--- src/rtl/core/periodic_timer_bank_tick_core_assert.svh ---
`ifndef PERIODIC_TIMER_BANK_TICK_CORE_ASSERT_SVH
`define PERIODIC_TIMER_BANK_TICK_CORE_ASSERT_SVH
// check a condition implies another on the same edge
`define PTB_ASSERT_IMP(lbl, clk, rst_n, a, b) \
	lbl: assert property (@(posedge clk) disable iff (!rst_n) (a) |-> (b)) \
		else $error("assertion failed");
// check a condition implies another on the next edge
`define PTB_ASSERT_NEXT(lbl, clk, rst_n, a, b) \
	lbl: assert property (@(posedge clk) disable iff (!rst_n) (a) |=> (b)) \
		else $error("assertion failed");
`endif

--- src/rtl/core/ptbt_pkg.sv ---
`default_nettype none
package ptbt_pkg;
	localparam int unsigned CMD_W     = 3;
	localparam int unsigned SLOT_W    = 5;
	localparam int unsigned ELAPSED_W = 24;
	localparam int unsigned PERIOD_W  = 48;
	localparam int unsigned LIMIT_W   = 32;
	localparam int unsigned COUNT_W   = 40;
	localparam int unsigned ACC_W     = PERIOD_W + 1;
	localparam int unsigned MAX_REPORTS = 32;

	typedef enum logic [CMD_W-1:0] {
		CMD_TICK      = 3'd0,
		CMD_CONFIGURE = 3'd1,
		CMD_ENABLE    = 3'd2,
		CMD_REMOVE    = 3'd3,
		CMD_CLR_NCORE = 3'd4,
		CMD_GLOBAL_EN = 3'd5,
		CMD_CLR_ALL   = 3'd6,
		CMD_NONE      = 3'd7
	} cmd_t;

	typedef enum logic [2:0] {
		ST_IDLE,
		ST_READ,
		ST_START,
		ST_DIV,
		ST_WRITE,
		ST_EMIT,
		ST_ACK
	} state_t;
endpackage
`default_nettype wire

--- src/rtl/core/ptbt_divider.sv ---
`default_nettype none
module ptbt_divider #(
	parameter int unsigned ACC_W = 49,
	parameter int unsigned DEN_W = 48
) (
	input  wire                   clk,
	input  wire                   arst_n,
	input  wire                   start,
	input  wire  [ACC_W-1:0]      dividend,
	input  wire  [DEN_W-1:0]      divisor,
	output logic                  busy,
	output logic                  done,
	output logic [ACC_W-1:0]      quotient,
	output logic [DEN_W-1:0]      remainder
);
	localparam int unsigned CNT_W = $clog2(ACC_W + 1);

	logic [CNT_W-1:0] count_q;
	logic [ACC_W-1:0] quo_q;
	logic [DEN_W:0]   rem_q;
	logic [DEN_W-1:0] den_q;
	logic             busy_q;
	logic             done_q;
	logic [DEN_W:0]   shifted;
	logic [DEN_W:0]   diff;
	logic             ge;

	assign shifted = {rem_q[DEN_W-1:0], quo_q[ACC_W-1]};
	assign diff    = shifted - {1'b0, den_q};
	assign ge      = shifted >= {1'b0, den_q};

	always_ff @(posedge clk or negedge arst_n) begin
		if (!arst_n) begin
			busy_q  <= 1'b0;
			done_q  <= 1'b0;
			count_q <= '0;
		end else begin
			done_q <= 1'b0;
			if (start) begin
				busy_q  <= 1'b1;
				count_q <= CNT_W'(ACC_W);
			end else if (busy_q) begin
				count_q <= count_q - 1'b1;
				if (count_q == CNT_W'(1)) begin
					busy_q <= 1'b0;
					done_q <= 1'b1;
				end
			end
		end
	end

	always_ff @(posedge clk) begin
		if (start) begin
			quo_q <= dividend;
			rem_q <= '0;
			den_q <= divisor;
		end else if (busy_q) begin
			quo_q <= {quo_q[ACC_W-2:0], ge};
			rem_q <= ge ? diff : shifted;
		end
	end

	assign busy      = busy_q;
	assign done      = done_q;
	assign quotient  = quo_q;
	assign remainder = rem_q[DEN_W-1:0];
endmodule
`default_nettype wire

--- src/rtl/core/periodic_timer_bank_tick_core.sv ---
// channel | signals                                              | dir
// request | in_valid in_stall command slot elapsed_us period ... | in
// result  | out_valid out_stall fired fired_slot fire_count ...  | out
// A tick walks every slot: one 49-step restoring division per running
// slot, between the read, start and write states.
// Other commands pass through the ACK state. One request is in work at a time.
// Reset clears flags and sets global enable; values need no reset.
// A stalled result holds the walk until it is taken.
`default_nettype none
`include "periodic_timer_bank_tick_core_assert.svh"
module periodic_timer_bank_tick_core #(
	parameter int unsigned NUM_SLOTS = 32,
	parameter int unsigned FRAC_BITS = 16
) (
	input  wire                              clk,
	input  wire                              arst_n,
	input  wire                              in_valid,
	output logic                             in_stall,
	input  wire  [ptbt_pkg::CMD_W-1:0]       command,
	input  wire  [ptbt_pkg::SLOT_W-1:0]      slot,
	input  wire  [ptbt_pkg::ELAPSED_W-1:0]   elapsed_us,
	input  wire  [ptbt_pkg::PERIOD_W-1:0]    period,
	input  wire  [ptbt_pkg::LIMIT_W-1:0]     fire_limit,
	input  wire                              keep_in_core,
	input  wire                              count_only,
	input  wire                              flag_value,
	output logic                             out_valid,
	input  wire                              out_stall,
	output logic                             fired,
	output logic [ptbt_pkg::SLOT_W-1:0]      fired_slot,
	output logic [ptbt_pkg::COUNT_W-1:0]     fire_count,
	output logic                             is_counter,
	output logic                             last
);
	localparam int unsigned IDX_W = (NUM_SLOTS > 1) ? $clog2(NUM_SLOTS) : 1;
	localparam int unsigned WALK_W = $clog2(NUM_SLOTS + 1);
	localparam int unsigned PW = ptbt_pkg::PERIOD_W;
	localparam int unsigned AW = ptbt_pkg::ACC_W;
	localparam int unsigned RPT_W = $clog2(ptbt_pkg::MAX_REPORTS + 1);

	logic [NUM_SLOTS-1:0] valid_q, enabled_q, core_q, ctr_q;
	logic                 gen_q;
	logic [PW-1:0]                   period_mem [NUM_SLOTS];
	logic [ptbt_pkg::LIMIT_W-1:0]    limit_mem  [NUM_SLOTS];
	logic [PW-1:0]                   acc_mem    [NUM_SLOTS];

	ptbt_pkg::state_t state_q, state_d;
	logic [ptbt_pkg::ELAPSED_W-1:0] elapsed_q;
	logic [WALK_W-1:0]              idx_q;
	logic [RPT_W-1:0]               nrep_q;
	logic [PW-1:0]                  per_rd_q, acc_rd_q;
	logic [ptbt_pkg::LIMIT_W-1:0]   lim_rd_q;
	logic [ptbt_pkg::COUNT_W-1:0]   cnt_q;
	logic                           ovalid_q, ofired_q, octr_q, olast_q;
	logic [ptbt_pkg::SLOT_W-1:0]    oslot_q;
	logic [ptbt_pkg::COUNT_W-1:0]   ocount_q;
	logic                           pend_q, pctr_q;
	logic [ptbt_pkg::SLOT_W-1:0]    pslot_q;
	logic [ptbt_pkg::COUNT_W-1:0]   pcount_q;

	logic          div_start, div_busy, div_done;
	logic [AW-1:0] div_quo;
	logic [PW-1:0] div_rem;
	logic [PW-1:0] per_eff;
	logic [AW-1:0] acc_sum;
	logic [IDX_W-1:0] idx;
	logic          running, at_end, out_free, emit_now, take_rep;
	logic [AW-1:0] cnt_lim;
	logic [ptbt_pkg::COUNT_W-1:0] cnt_sat;

	assign idx      = idx_q[IDX_W-1:0];
	assign at_end   = idx_q == WALK_W'(NUM_SLOTS);
	assign running  = !at_end && valid_q[idx] && enabled_q[idx] && (core_q[idx] || gen_q);
	assign out_free = !ovalid_q || !out_stall;
	assign per_eff  = (per_rd_q == '0) ? PW'(1) << FRAC_BITS : per_rd_q;
	assign acc_sum  = {1'b0, acc_rd_q} + (AW'(elapsed_q) << FRAC_BITS);
	assign in_stall = state_q != ptbt_pkg::ST_IDLE;

	always_comb begin
		cnt_lim = div_quo;
		if (lim_rd_q != '0 && div_quo > AW'(lim_rd_q))
			cnt_lim = AW'(lim_rd_q);
		cnt_sat = (cnt_lim > AW'({ptbt_pkg::COUNT_W{1'b1}})) ?
			{ptbt_pkg::COUNT_W{1'b1}} : cnt_lim[ptbt_pkg::COUNT_W-1:0];
	end

	ptbt_divider #(.ACC_W(AW), .DEN_W(PW)) u_div (
		.clk(clk), .arst_n(arst_n), .start(div_start), .dividend(acc_sum),
		.divisor(per_eff), .busy(div_busy), .done(div_done),
		.quotient(div_quo), .remainder(div_rem)
	);

	always_ff @(posedge clk or negedge arst_n) begin
		if (!arst_n)
			state_q <= ptbt_pkg::ST_IDLE;
		else
			state_q <= state_d;
	end

	always_comb begin
		state_d   = state_q;
		div_start = 1'b0;
		emit_now  = 1'b0;
		take_rep  = 1'b0;
		unique case (state_q)
			ptbt_pkg::ST_IDLE: begin
				if (in_valid)
					state_d = (ptbt_pkg::cmd_t'(command) == ptbt_pkg::CMD_TICK) ?
						ptbt_pkg::ST_READ : ptbt_pkg::ST_ACK;
			end
			ptbt_pkg::ST_READ: begin
				if (at_end)
					state_d = ptbt_pkg::ST_EMIT;
				else if (running)
					state_d = ptbt_pkg::ST_START;
			end
			ptbt_pkg::ST_START: begin
				div_start = 1'b1;
				state_d   = ptbt_pkg::ST_DIV;
			end
			ptbt_pkg::ST_DIV: begin
				if (div_done)
					state_d = ptbt_pkg::ST_WRITE;
			end
			ptbt_pkg::ST_WRITE: begin
				if (cnt_q == '0 || nrep_q == RPT_W'(ptbt_pkg::MAX_REPORTS))
					state_d = ptbt_pkg::ST_READ;
				else if (!pend_q || out_free) begin
					take_rep = 1'b1;
					emit_now = pend_q;
					state_d  = ptbt_pkg::ST_READ;
				end
			end
			ptbt_pkg::ST_EMIT: begin
				if (out_free) begin
					emit_now = 1'b1;
					state_d  = ptbt_pkg::ST_IDLE;
				end
			end
			ptbt_pkg::ST_ACK: begin
				if (out_free) begin
					emit_now = 1'b1;
					state_d  = ptbt_pkg::ST_IDLE;
				end
			end
			default: state_d = ptbt_pkg::ST_IDLE;
		endcase
	end

	// flags and walk control
	always_ff @(posedge clk or negedge arst_n) begin
		if (!arst_n) begin
			valid_q   <= '0;
			enabled_q <= '0;
			core_q    <= '0;
			ctr_q     <= '0;
			gen_q     <= 1'b1;
			idx_q     <= '0;
			nrep_q    <= '0;
			ovalid_q  <= 1'b0;
			olast_q   <= 1'b0;
			ofired_q  <= 1'b0;
			pend_q    <= 1'b0;
		end else begin
			ovalid_q <= emit_now || (ovalid_q && out_stall);
			if (state_q == ptbt_pkg::ST_IDLE && in_valid) begin
				idx_q  <= '0;
				nrep_q <= '0;
				if (32'(slot) < NUM_SLOTS) begin
					unique case (ptbt_pkg::cmd_t'(command))
						ptbt_pkg::CMD_CONFIGURE: begin
							valid_q[slot[IDX_W-1:0]]   <= 1'b1;
							enabled_q[slot[IDX_W-1:0]] <= 1'b1;
							core_q[slot[IDX_W-1:0]]    <= keep_in_core;
							ctr_q[slot[IDX_W-1:0]]     <= count_only;
						end
						ptbt_pkg::CMD_ENABLE: begin
							if (valid_q[slot[IDX_W-1:0]])
								enabled_q[slot[IDX_W-1:0]] <= flag_value;
						end
						ptbt_pkg::CMD_REMOVE: begin
							valid_q[slot[IDX_W-1:0]]   <= 1'b0;
							enabled_q[slot[IDX_W-1:0]] <= 1'b0;
							core_q[slot[IDX_W-1:0]]    <= 1'b0;
							ctr_q[slot[IDX_W-1:0]]     <= 1'b0;
						end
						default: ;
					endcase
				end
				unique case (ptbt_pkg::cmd_t'(command))
					ptbt_pkg::CMD_CLR_NCORE: begin
						gen_q     <= 1'b0;
						valid_q   <= valid_q & core_q;
						enabled_q <= enabled_q & core_q;
						ctr_q     <= ctr_q & core_q;
					end
					ptbt_pkg::CMD_GLOBAL_EN: gen_q <= flag_value;
					ptbt_pkg::CMD_CLR_ALL: begin
						valid_q   <= '0;
						enabled_q <= '0;
						core_q    <= '0;
						ctr_q     <= '0;
					end
					default: ;
				endcase
			end
			if (state_q == ptbt_pkg::ST_READ && !at_end && !running)
				idx_q <= idx_q + 1'b1;
			if (state_q == ptbt_pkg::ST_WRITE && state_d == ptbt_pkg::ST_READ)
				idx_q <= idx_q + 1'b1;
			if (take_rep) begin
				nrep_q <= nrep_q + 1'b1;
				pend_q <= 1'b1;
			end else if (state_q == ptbt_pkg::ST_EMIT && emit_now) begin
				pend_q <= 1'b0;
			end
			if (emit_now) begin
				ofired_q <= pend_q;
				olast_q  <= state_q != ptbt_pkg::ST_WRITE;
			end
		end
	end

	always_ff @(posedge clk) begin
		if (state_q == ptbt_pkg::ST_IDLE && in_valid) begin
			elapsed_q <= elapsed_us;
			if (ptbt_pkg::cmd_t'(command) == ptbt_pkg::CMD_CONFIGURE &&
			    32'(slot) < NUM_SLOTS) begin
				period_mem[slot[IDX_W-1:0]] <= period;
				limit_mem[slot[IDX_W-1:0]]  <= fire_limit;
				acc_mem[slot[IDX_W-1:0]]    <= '0;
			end
		end
		if (state_q == ptbt_pkg::ST_READ && !at_end) begin
			per_rd_q <= period_mem[idx];
			lim_rd_q <= limit_mem[idx];
			acc_rd_q <= acc_mem[idx];
		end
		if (state_q == ptbt_pkg::ST_DIV && div_done) begin
			acc_mem[idx] <= div_rem;
			cnt_q        <= cnt_sat;
		end
		// hold the newest report back so the final one can carry last
		if (take_rep) begin
			pslot_q  <= ptbt_pkg::SLOT_W'(idx_q);
			pcount_q <= cnt_q;
			pctr_q   <= ctr_q[idx];
		end
		if (emit_now) begin
			oslot_q  <= pend_q ? pslot_q : '0;
			ocount_q <= pend_q ? pcount_q : '0;
			octr_q   <= pend_q ? pctr_q : 1'b0;
		end
	end

	assign out_valid  = ovalid_q;
	assign fired      = ofired_q;
	assign fired_slot = ofired_q ? oslot_q : '0;
	assign fire_count = ofired_q ? ocount_q : '0;
	assign is_counter = ofired_q ? octr_q : 1'b0;
	assign last       = olast_q;

	`PTB_ASSERT_IMP(a_no_accept_busy, clk, arst_n,
		state_q != ptbt_pkg::ST_IDLE, in_stall)
	`PTB_ASSERT_IMP(a_div_only_walk, clk, arst_n,
		div_busy, state_q == ptbt_pkg::ST_DIV)
	`PTB_ASSERT_NEXT(a_start_busy, clk, arst_n,
		div_start, div_busy)
endmodule
`default_nettype wire
--- config.mk ---
export PLATFORM = sky130hd
export DESIGN_NAME = periodic_timer_bank_tick_core
export DESIGN_NICKNAME = d
export VERILOG_FILES = /design/src/rtl/core/ptbt_pkg.sv /design/src/rtl/core/ptbt_divider.sv /design/src/rtl/core/periodic_timer_bank_tick_core.sv
export VERILOG_INCLUDE_DIRS = /design/src /design/src/rtl/core
export SDC_FILE = /design/constraint.sdc
export NUM_CORES = 2
export LEC_CHECK = 0
export BUFFER_PORTS_ARGS = -buffer_cell sky130_fd_sc_hd__buf_2
export CAP_MARGIN = 10
export CELL_PAD_IN_SITES_DETAIL_PLACEMENT = 1
export CELL_PAD_IN_SITES_GLOBAL_PLACEMENT = 1
export CORE_ASPECT_RATIO = 0.5
export CORE_MARGIN = 1
export CORE_UTILIZATION = 30
export DETAILED_ROUTE_END_ITERATION = 6
export MAX_ROUTING_LAYER = met4
export PLACE_DENSITY = 0.56
export SYNTH_ARGS = -nofsm -noshare
export SYNTH_HDL_FRONTEND = slang
export SYNTH_SLANG_ARGS = --single-unit
export TNS_END_PERCENT = 1
--- constraint.sdc ---
create_clock -name clk -period 16.1 [get_ports clk]
set_input_delay 1.61 -clock clk [delete_from_list [all_inputs] [get_ports clk]]
set_output_delay 1.61 -clock clk [all_outputs]
set_load 0.05 [all_outputs]
# After elaboration in Yosys (flattened, before gate mapping)
# Memory sizes are Yosys's and may differ from the RTL's. A register that Yosys moved wholly into a read port is not among the register bits.
# Index checks and enable logic that the tools add are counted.
# W data, S select, Z words.
classes:
  n_reduce_logical: 42
  bitwise: 10
  multipliers: 0
  shift: 0
  order_cmp: 6
  n_div: 0
  eq_ne: 18
  mux: 71
  addsub: 5
op_table:
  columns: ["operator", "n"]
  rows:
  - ["$pmux W32 S2", 6]
  - ["$and A32 B32 Y32", 7]
  - ["$mux W49", 3]
  - ["$bwmux W32", 3]
  - ["$mux W48", 2]
  - ["$pmux W32 S3", 1]
  - ["$mux W32", 2]
  - ["$or A32 B32 Y32", 2]
  - ["$add A48 B40 Y49", 1]
  - ["$ge A49 B48 Y1", 1]
  - ["$gt A49 B32 Y1", 1]
  - ["$gt A49 B40 Y1 const B", 1]
  - ["$logic_not A48 Y1", 1]
  - ["$reduce_or A48 Y1", 1]
  - ["$sub A48 B48 Y48", 1]
  - ["$logic_not A40 Y1", 1]
  - ["$mux W40", 1]
  - ["$mux W6", 6]
  - ["$not A32 Y32", 1]
  - ["$reduce_bool A32 Y1", 1]
  - ["$mux W1", 28]
  - ["$bmux W1 S5", 5]
  - ["$mux W3", 8]
  - ["$eq A3 B3 Y1 const B", 6]
  - ["25 further kinds", 62]
word_totals:
  mem_count: 3
  latch_bits: 0
  out_inout_bits: 50
  mem_bits_ro: 0
  ramBits: 4096
  word_cells: 181
  register_bits: 457
  in_bits: 119
memory_table:
  columns: ["name", "words", "word_bits", "read_ports", "rd_clocked_by_memory_dff", "wr", "line", "text"]
  rows:
  - ["acc_mem", 32, 48, 1, 1, 1, "periodic_timer_bank_tick_core.sv:45", "logic [PW-1:0] acc_mem [NUM_SLOTS];"]
  - ["period_mem", 32, 48, 1, 1, 1, "periodic_timer_bank_tick_core.sv:43", "logic [PW-1:0] period_mem [NUM_SLOTS];"]
  - ["limit_mem", 32, 32, 1, 1, 1, "periodic_timer_bank_tick_core.sv:44", "logic [ptbt_pkg::LIMIT_W-1:0] limit_mem [NUM_SLOTS];"]

# Longest topological paths before layout
logic_depth:
  ltp_word: 11
  mapped_depth: 15
  mapped_depth_nobuf: 14

# Hierarchy
# Synthesis repeated with hierarchy kept, for this count alone.
unflattened:
  hier_cells: 8827
  hier_area_um2: 185291.5
modules_own_cells:
  columns: ["module", "cells_each", "seq_area_each_um2", "area_each_um2", "n_inst"]
  rows:
  - ["periodic_timer_bank_tick_core", 7900, 135230.9, 176209.0, 1]
  - ["ptbt_divider", 927, 4073.9, 9082.5, 1]

# Least setup slack after synthesis
# No wires, ideal clock.
synth_path:
  path_kind: "register to register"
  start: "register idx_q[0]"
  end: "register idx_q[4]"
  arrival_time_ns: 8.678
  slack_ns: 7.275
  path_stages_with_launch: 13
  path_cell_list: "dfrtp_1 buf_2 buf_2 buf_2 buf_1 inv_1 ha_1 nand2_1 nor4_1 nor2_1 a21boi_0 o311ai_0 o41ai_1"
synth_via:
  elab_chain_cells: 11
  elab_cells_between_ends: 24
  classes_between: "add/sub (1); eq/ne (2); mux (11); reduce/logical (10)"
synth_rtl:
  columns: ["element", "line", "text"]
  rows:
  - ["start: declaration", "periodic_timer_bank_tick_core.sv:49", "logic [WALK_W-1:0] idx_q;"]
  - ["start signal: assignment", "periodic_timer_bank_tick_core.sv:208", "idx_q <= idx_q + 1'b1;"]
  - ["start signal: assignment", "periodic_timer_bank_tick_core.sv:210", "idx_q <= idx_q + 1'b1;"]
  - ["$bmux W1 S5 or $eq A6 B6 Y1 (tied branches)", "periodic_timer_bank_tick_core.sv:73, periodic_timer_bank_tick_core.sv:72", null]
  - ["$mux W1 (not written as such) or $logic_not A1 Y1 (tied branches)", "periodic_timer_bank_tick_core.sv:73, periodic_timer_bank_tick_core.sv:207", null]
  - ["$logic_and A1 B1 Y1 (3 in a row)", "periodic_timer_bank_tick_core.sv:73", "assign running = !at_end && valid_q[idx] && enabled_q[idx] && (core_q[idx] || gen_q);"]
  - ["$mux W3", "periodic_timer_bank_tick_core.sv:114", "else if (running)"]
  - ["$mux W3", "periodic_timer_bank_tick_core.sv:112", "if (at_end)"]
  - ["$pmux W3 S6", "periodic_timer_bank_tick_core.sv:105", "unique case (state_q)"]
  - ["$eq A3 B1 Y1", "periodic_timer_bank_tick_core.sv:209", "if (state_q == ptbt_pkg::ST_WRITE && state_d == ptbt_pkg::ST_READ)"]
  - ["$logic_and A1 B1 Y1", "periodic_timer_bank_tick_core.sv:209", null]
  - ["$reduce_bool A3 Y1 (no line) or $mux W6 (tied branches)", null, null]
# Parallel ways exist; a longest one is shown, timed or not. The select of a mux whose other input is x is not followed.
# A chain may end at the register's enable or synchronous reset.

# Worst setup path in the final report
layout_path:
  start: "register idx_q[0]"
  end: "register lim_rd_q[4] (netlist bit) (read register of limit_mem), data pin"
layout_via:
  elab_chain_cells: 3
layout_rtl:
  columns: ["element", "line", "text"]
  rows:
  - ["$eq A6 B6 Y1", "periodic_timer_bank_tick_core.sv:72", "assign at_end = idx_q == WALK_W'(NUM_SLOTS);"]
  - ["$logic_not A1 Y1", "periodic_timer_bank_tick_core.sv:234", "if (state_q == ptbt_pkg::ST_READ && !at_end) begin"]
  - ["$logic_and A1 B1 Y1", "periodic_timer_bank_tick_core.sv:234", null]
  - ["end: declaration", "periodic_timer_bank_tick_core.sv:52", "logic [ptbt_pkg::LIMIT_W-1:0] lim_rd_q;"]
# Parallel ways exist; a longest one is shown, timed or not.

==> results.yml <==
outcome:
  run_status: "finished clean"
synth:
  synth_xor_area_share_pct: 0.362
  postSynthCellCount: 8565
  muxShareOfSynthArea_pct: 17.1
  synth_fa_ha_area_share_pct: 0.770
  synth_seq_cells: 4681
  synth_cell_type_count: 78
  ys_warn_count: 0
  synth_compound_area_share_pct: 2.40
  synth-simple-area-share_pct: 2.30
  yosys_most_used_dff: "edfxtp_1"
  ys_seq_area_share_pct: 75.8
  synth.avg_cell_area_sq_um: 21.5
  syn-cell-area_sq_um: 184000
  synthArstFlopShare_pct: 3.33
  synth_edf_count: 4477
  synth_top_family_by_area: "multiplexers"
  syn_nets: 8796
route:
  route.vias.total: 90000
  wl_mm: 533
  viasPerCell: 5.15
  ant_nets: 0
  post-route-drc-count: 0
  first_pass_iters: 5
  drt_iter0_markers: 9174
  wire_per_inst_um: 30.5
sta:
  skew_ns: 0.0921
  drv_slew: 0
  period_minus_slack_ns: 5.94
  fin_ws_ns: 10.16
  worstMarginPinSlew_ns: 1.30
  rsz0062_at_grt: "no"
  fin_worst_hold_slack_ns: 0.460
  period_share_pct: 36.9
  maxSlewHeadroom_pct: 10.9
  fin_tns_setup_ns: 0
  timing.fmax_mhz: 168
  hold_viol: 0
  finalSetupViolations: 0
placed_design:
  globalplace.congestion: 0.799
  dp_hpwl_mm: 287
  port-buffer-count: 168
  dp.cells: 16600
  place_ws_ns: 9.92
  dpl-instance-area_sq_um: 196000
setup_path:
  worstReg2RegEnd: "lim_rd_q[4]$_DFFE_PP_"
  start_kind: "flip-flop"
  crit_arrival_ns: 6.73
  r2r-start: "idx_q[0]$_DFFE_PN0P_"
  end_kind: "flip-flop"
  reg2reg_slack_ns: 10.16
  critPathMaxFanout: 48
  worstRegToRegCells: 7
  critPathKind: "flip-flop to flip-flop"
  required_ns: 16.89
clock_tree:
  cts_buffer_depth: 4
  h-tree-depth: 5
  cts_setup_buffers: 0
  clock_sinks: 4681
  cts_root_buf: "clkbuf_16"
  cts_tree: "yes"
  cts_made_buffers: 454
  post_cts_resized: 0
  clk-insertion-delay-late_ns: 1.09
  clkTransAtPathRegs_ns: 0.06
  cts_hold_buf: 0
final_layout:
  layout_commonest_cell: "edfxtp_1"
  finalInstanceArea_sq_um: 210000
  final_cells: 17500
  final_util_pct: 34.6
  layout_common_cells: "4477 x edfxtp_1, 1309 x mux4_2, 460 x clkbuf_16"
  drive_gt1_share_pct: 27.8
  finalNetCount: 9149
  area_delta_synth_final_pct: 14.5
global_routing:
  antenna_found_initial: 84
  grt_max_degree: 118
  grt_pass1_wl_mm: 743
  grtUsageTotal_pct: 17.4
  grt_pass1_vias: 93200
  overflow: 0
floorplanning:
  coreArea_sq_um: 608000
  start_util_pct: 30.2
  dieArea_sq_um: 616000
  fp.dieW_mm: 1.11
  die_h_um: 556
  rows: 202
  ios: 169
pwr:
  p_leak_nw: 69.4
  finalPower_mw: 33.0
  ir_worst_vdd_mv: 0.0999
  powerDensity_nw_per_um2: 157
hold_path:
  hold-path-cell-count: 0
  hold_path_end: "pcount_q[17]$_DFFE_PP_"
  min_path_type: "flip-flop to flip-flop"
  min_from: "cnt_q[17]$_SDFFCE_PN1P_"
job:
  max_cap_violations: 0
==> logic make-up after synthesis <==
logic type	Yosys count
flip-flops	4681
buffers and inverters	635
AND/OR/NAND/NOR	876
multiplexers	1481
XOR/XNOR	76
adder cells (fa/ha/maj)	112
AO/OA/AOI/OAI	704
==> state kept, by name, indices dropped and copies added, names as in the netlist, 6 cells and up, named ones only <==
register / count
acc_mem: 1536
acc_rd_q: 48
cnt_q: 40
core_q: 32
ctr_q: 32
elapsed_q: 24
enabled_q: 32
idx_q: 6
lim_rd_q: 32
limit_mem: 1024
nrep_q: 6
ocount_q: 40
pcount_q: 40
per_rd_q: 48
period_mem: 1536
u_div.count_q: 6
u_div.den_q: 48
u_div.quotient: 49
u_div.rem_q: 48
==> worst max-delay path by stage <==
stage	from	to	cells past startpoint
2_1_floorplan	idx_q[0]$_DFFE_PN0P_	idx_q[4]$_DFFE_PN0P_	12
3_3_place_gp	idx_q[0]$_DFFE_PN0P_	lim_rd_q[4]$_DFFE_PP_	7
3_5_place_dp	idx_q[0]$_DFFE_PN0P_	acc_rd_q[44]$_DFFE_PP_	7
4_1_cts	idx_q[0]$_DFFE_PN0P_	acc_rd_q[44]$_DFFE_PP_	7
5_1_grt	idx_q[0]$_DFFE_PN0P_	lim_rd_q[4]$_DFFE_PP_	7
6_report	idx_q[0]$_DFFE_PN0P_	lim_rd_q[4]$_DFFE_PP_	7
==> routing by layer <==
layer | up-vias | part of all wire [%] | global-route usage (%) | wire length (um)
met5 | - | 0 | - | 0
met4 | 0 | 2.1 | 3.44 | 11100
met3 | 695 | 5.5 | 2.15 | 29100
met2 | 2689 | 49 | 28.3 | 260000
met1 | 50200 | 44 | 23.7 | 233000
li1 | 36400 | - | - | -
==> where the power goes <==
part	internal [mW]	total [mW]	switching, mW
combinational	3.36	7.46	4.11
sequential	13.9	14.8	0.876
clock	5.99	10.7	4.72
total	23.3	33.0	9.71
==> critical path: stages, from the launching register on <==
cell and delay (ns):
dfrtp_4 0.98, buf_4 0.86, buf_4 0.84, buf_4 0.73, buf_4 0.70, mux4_2 0.59
mux4_2 0.50, mux2_2 0.29
==> cell type report <==
type / instances / area (sq um)
antenna: 17 / 42.5
tap: 8160 / 10200
fill: 59400 / 397000
inverter: 143 / 541
timing repair buffer: 389 / 2970
sequential: 4681 / 139000
clock inverter: 281 / 2800
clock buffer: 561 / 11900
multi-input combinational: 3249 / 42700
==> cell usage after synthesis (18+ instances only) <==
master     count  area, sq um
nor4_1        39          244
o22ai_1       26          163
mux4_2      1309        29500
ha_1         110         1380
nor2b_1       23          144
o21ai_0      217         1090
a21oi_1      181          906
dfrtp_1      155         3880
and3_1        23          144
nor2_1       228          856
xor2_1        31          272
dfxtp_1       48          961
and2_1       146          913
a21o_1        75          563
clkbuf_1     344         1290
mux2_2       135         1520
a211oi_1      18          135
buf_1        118          443
nand2_1      256          961
inv_1        141          529
buf_2         26          130
o21a_1        22          165
o2bb2ai_1     28          245
edfxtp_1    4477       134000
a22o_1        37          324
xnor2_1       45          394
nand3_1       71          355
nand4_1       27          169
mux2i_1       37          370
Note: power is estimated with default switching activity, not from simulation.
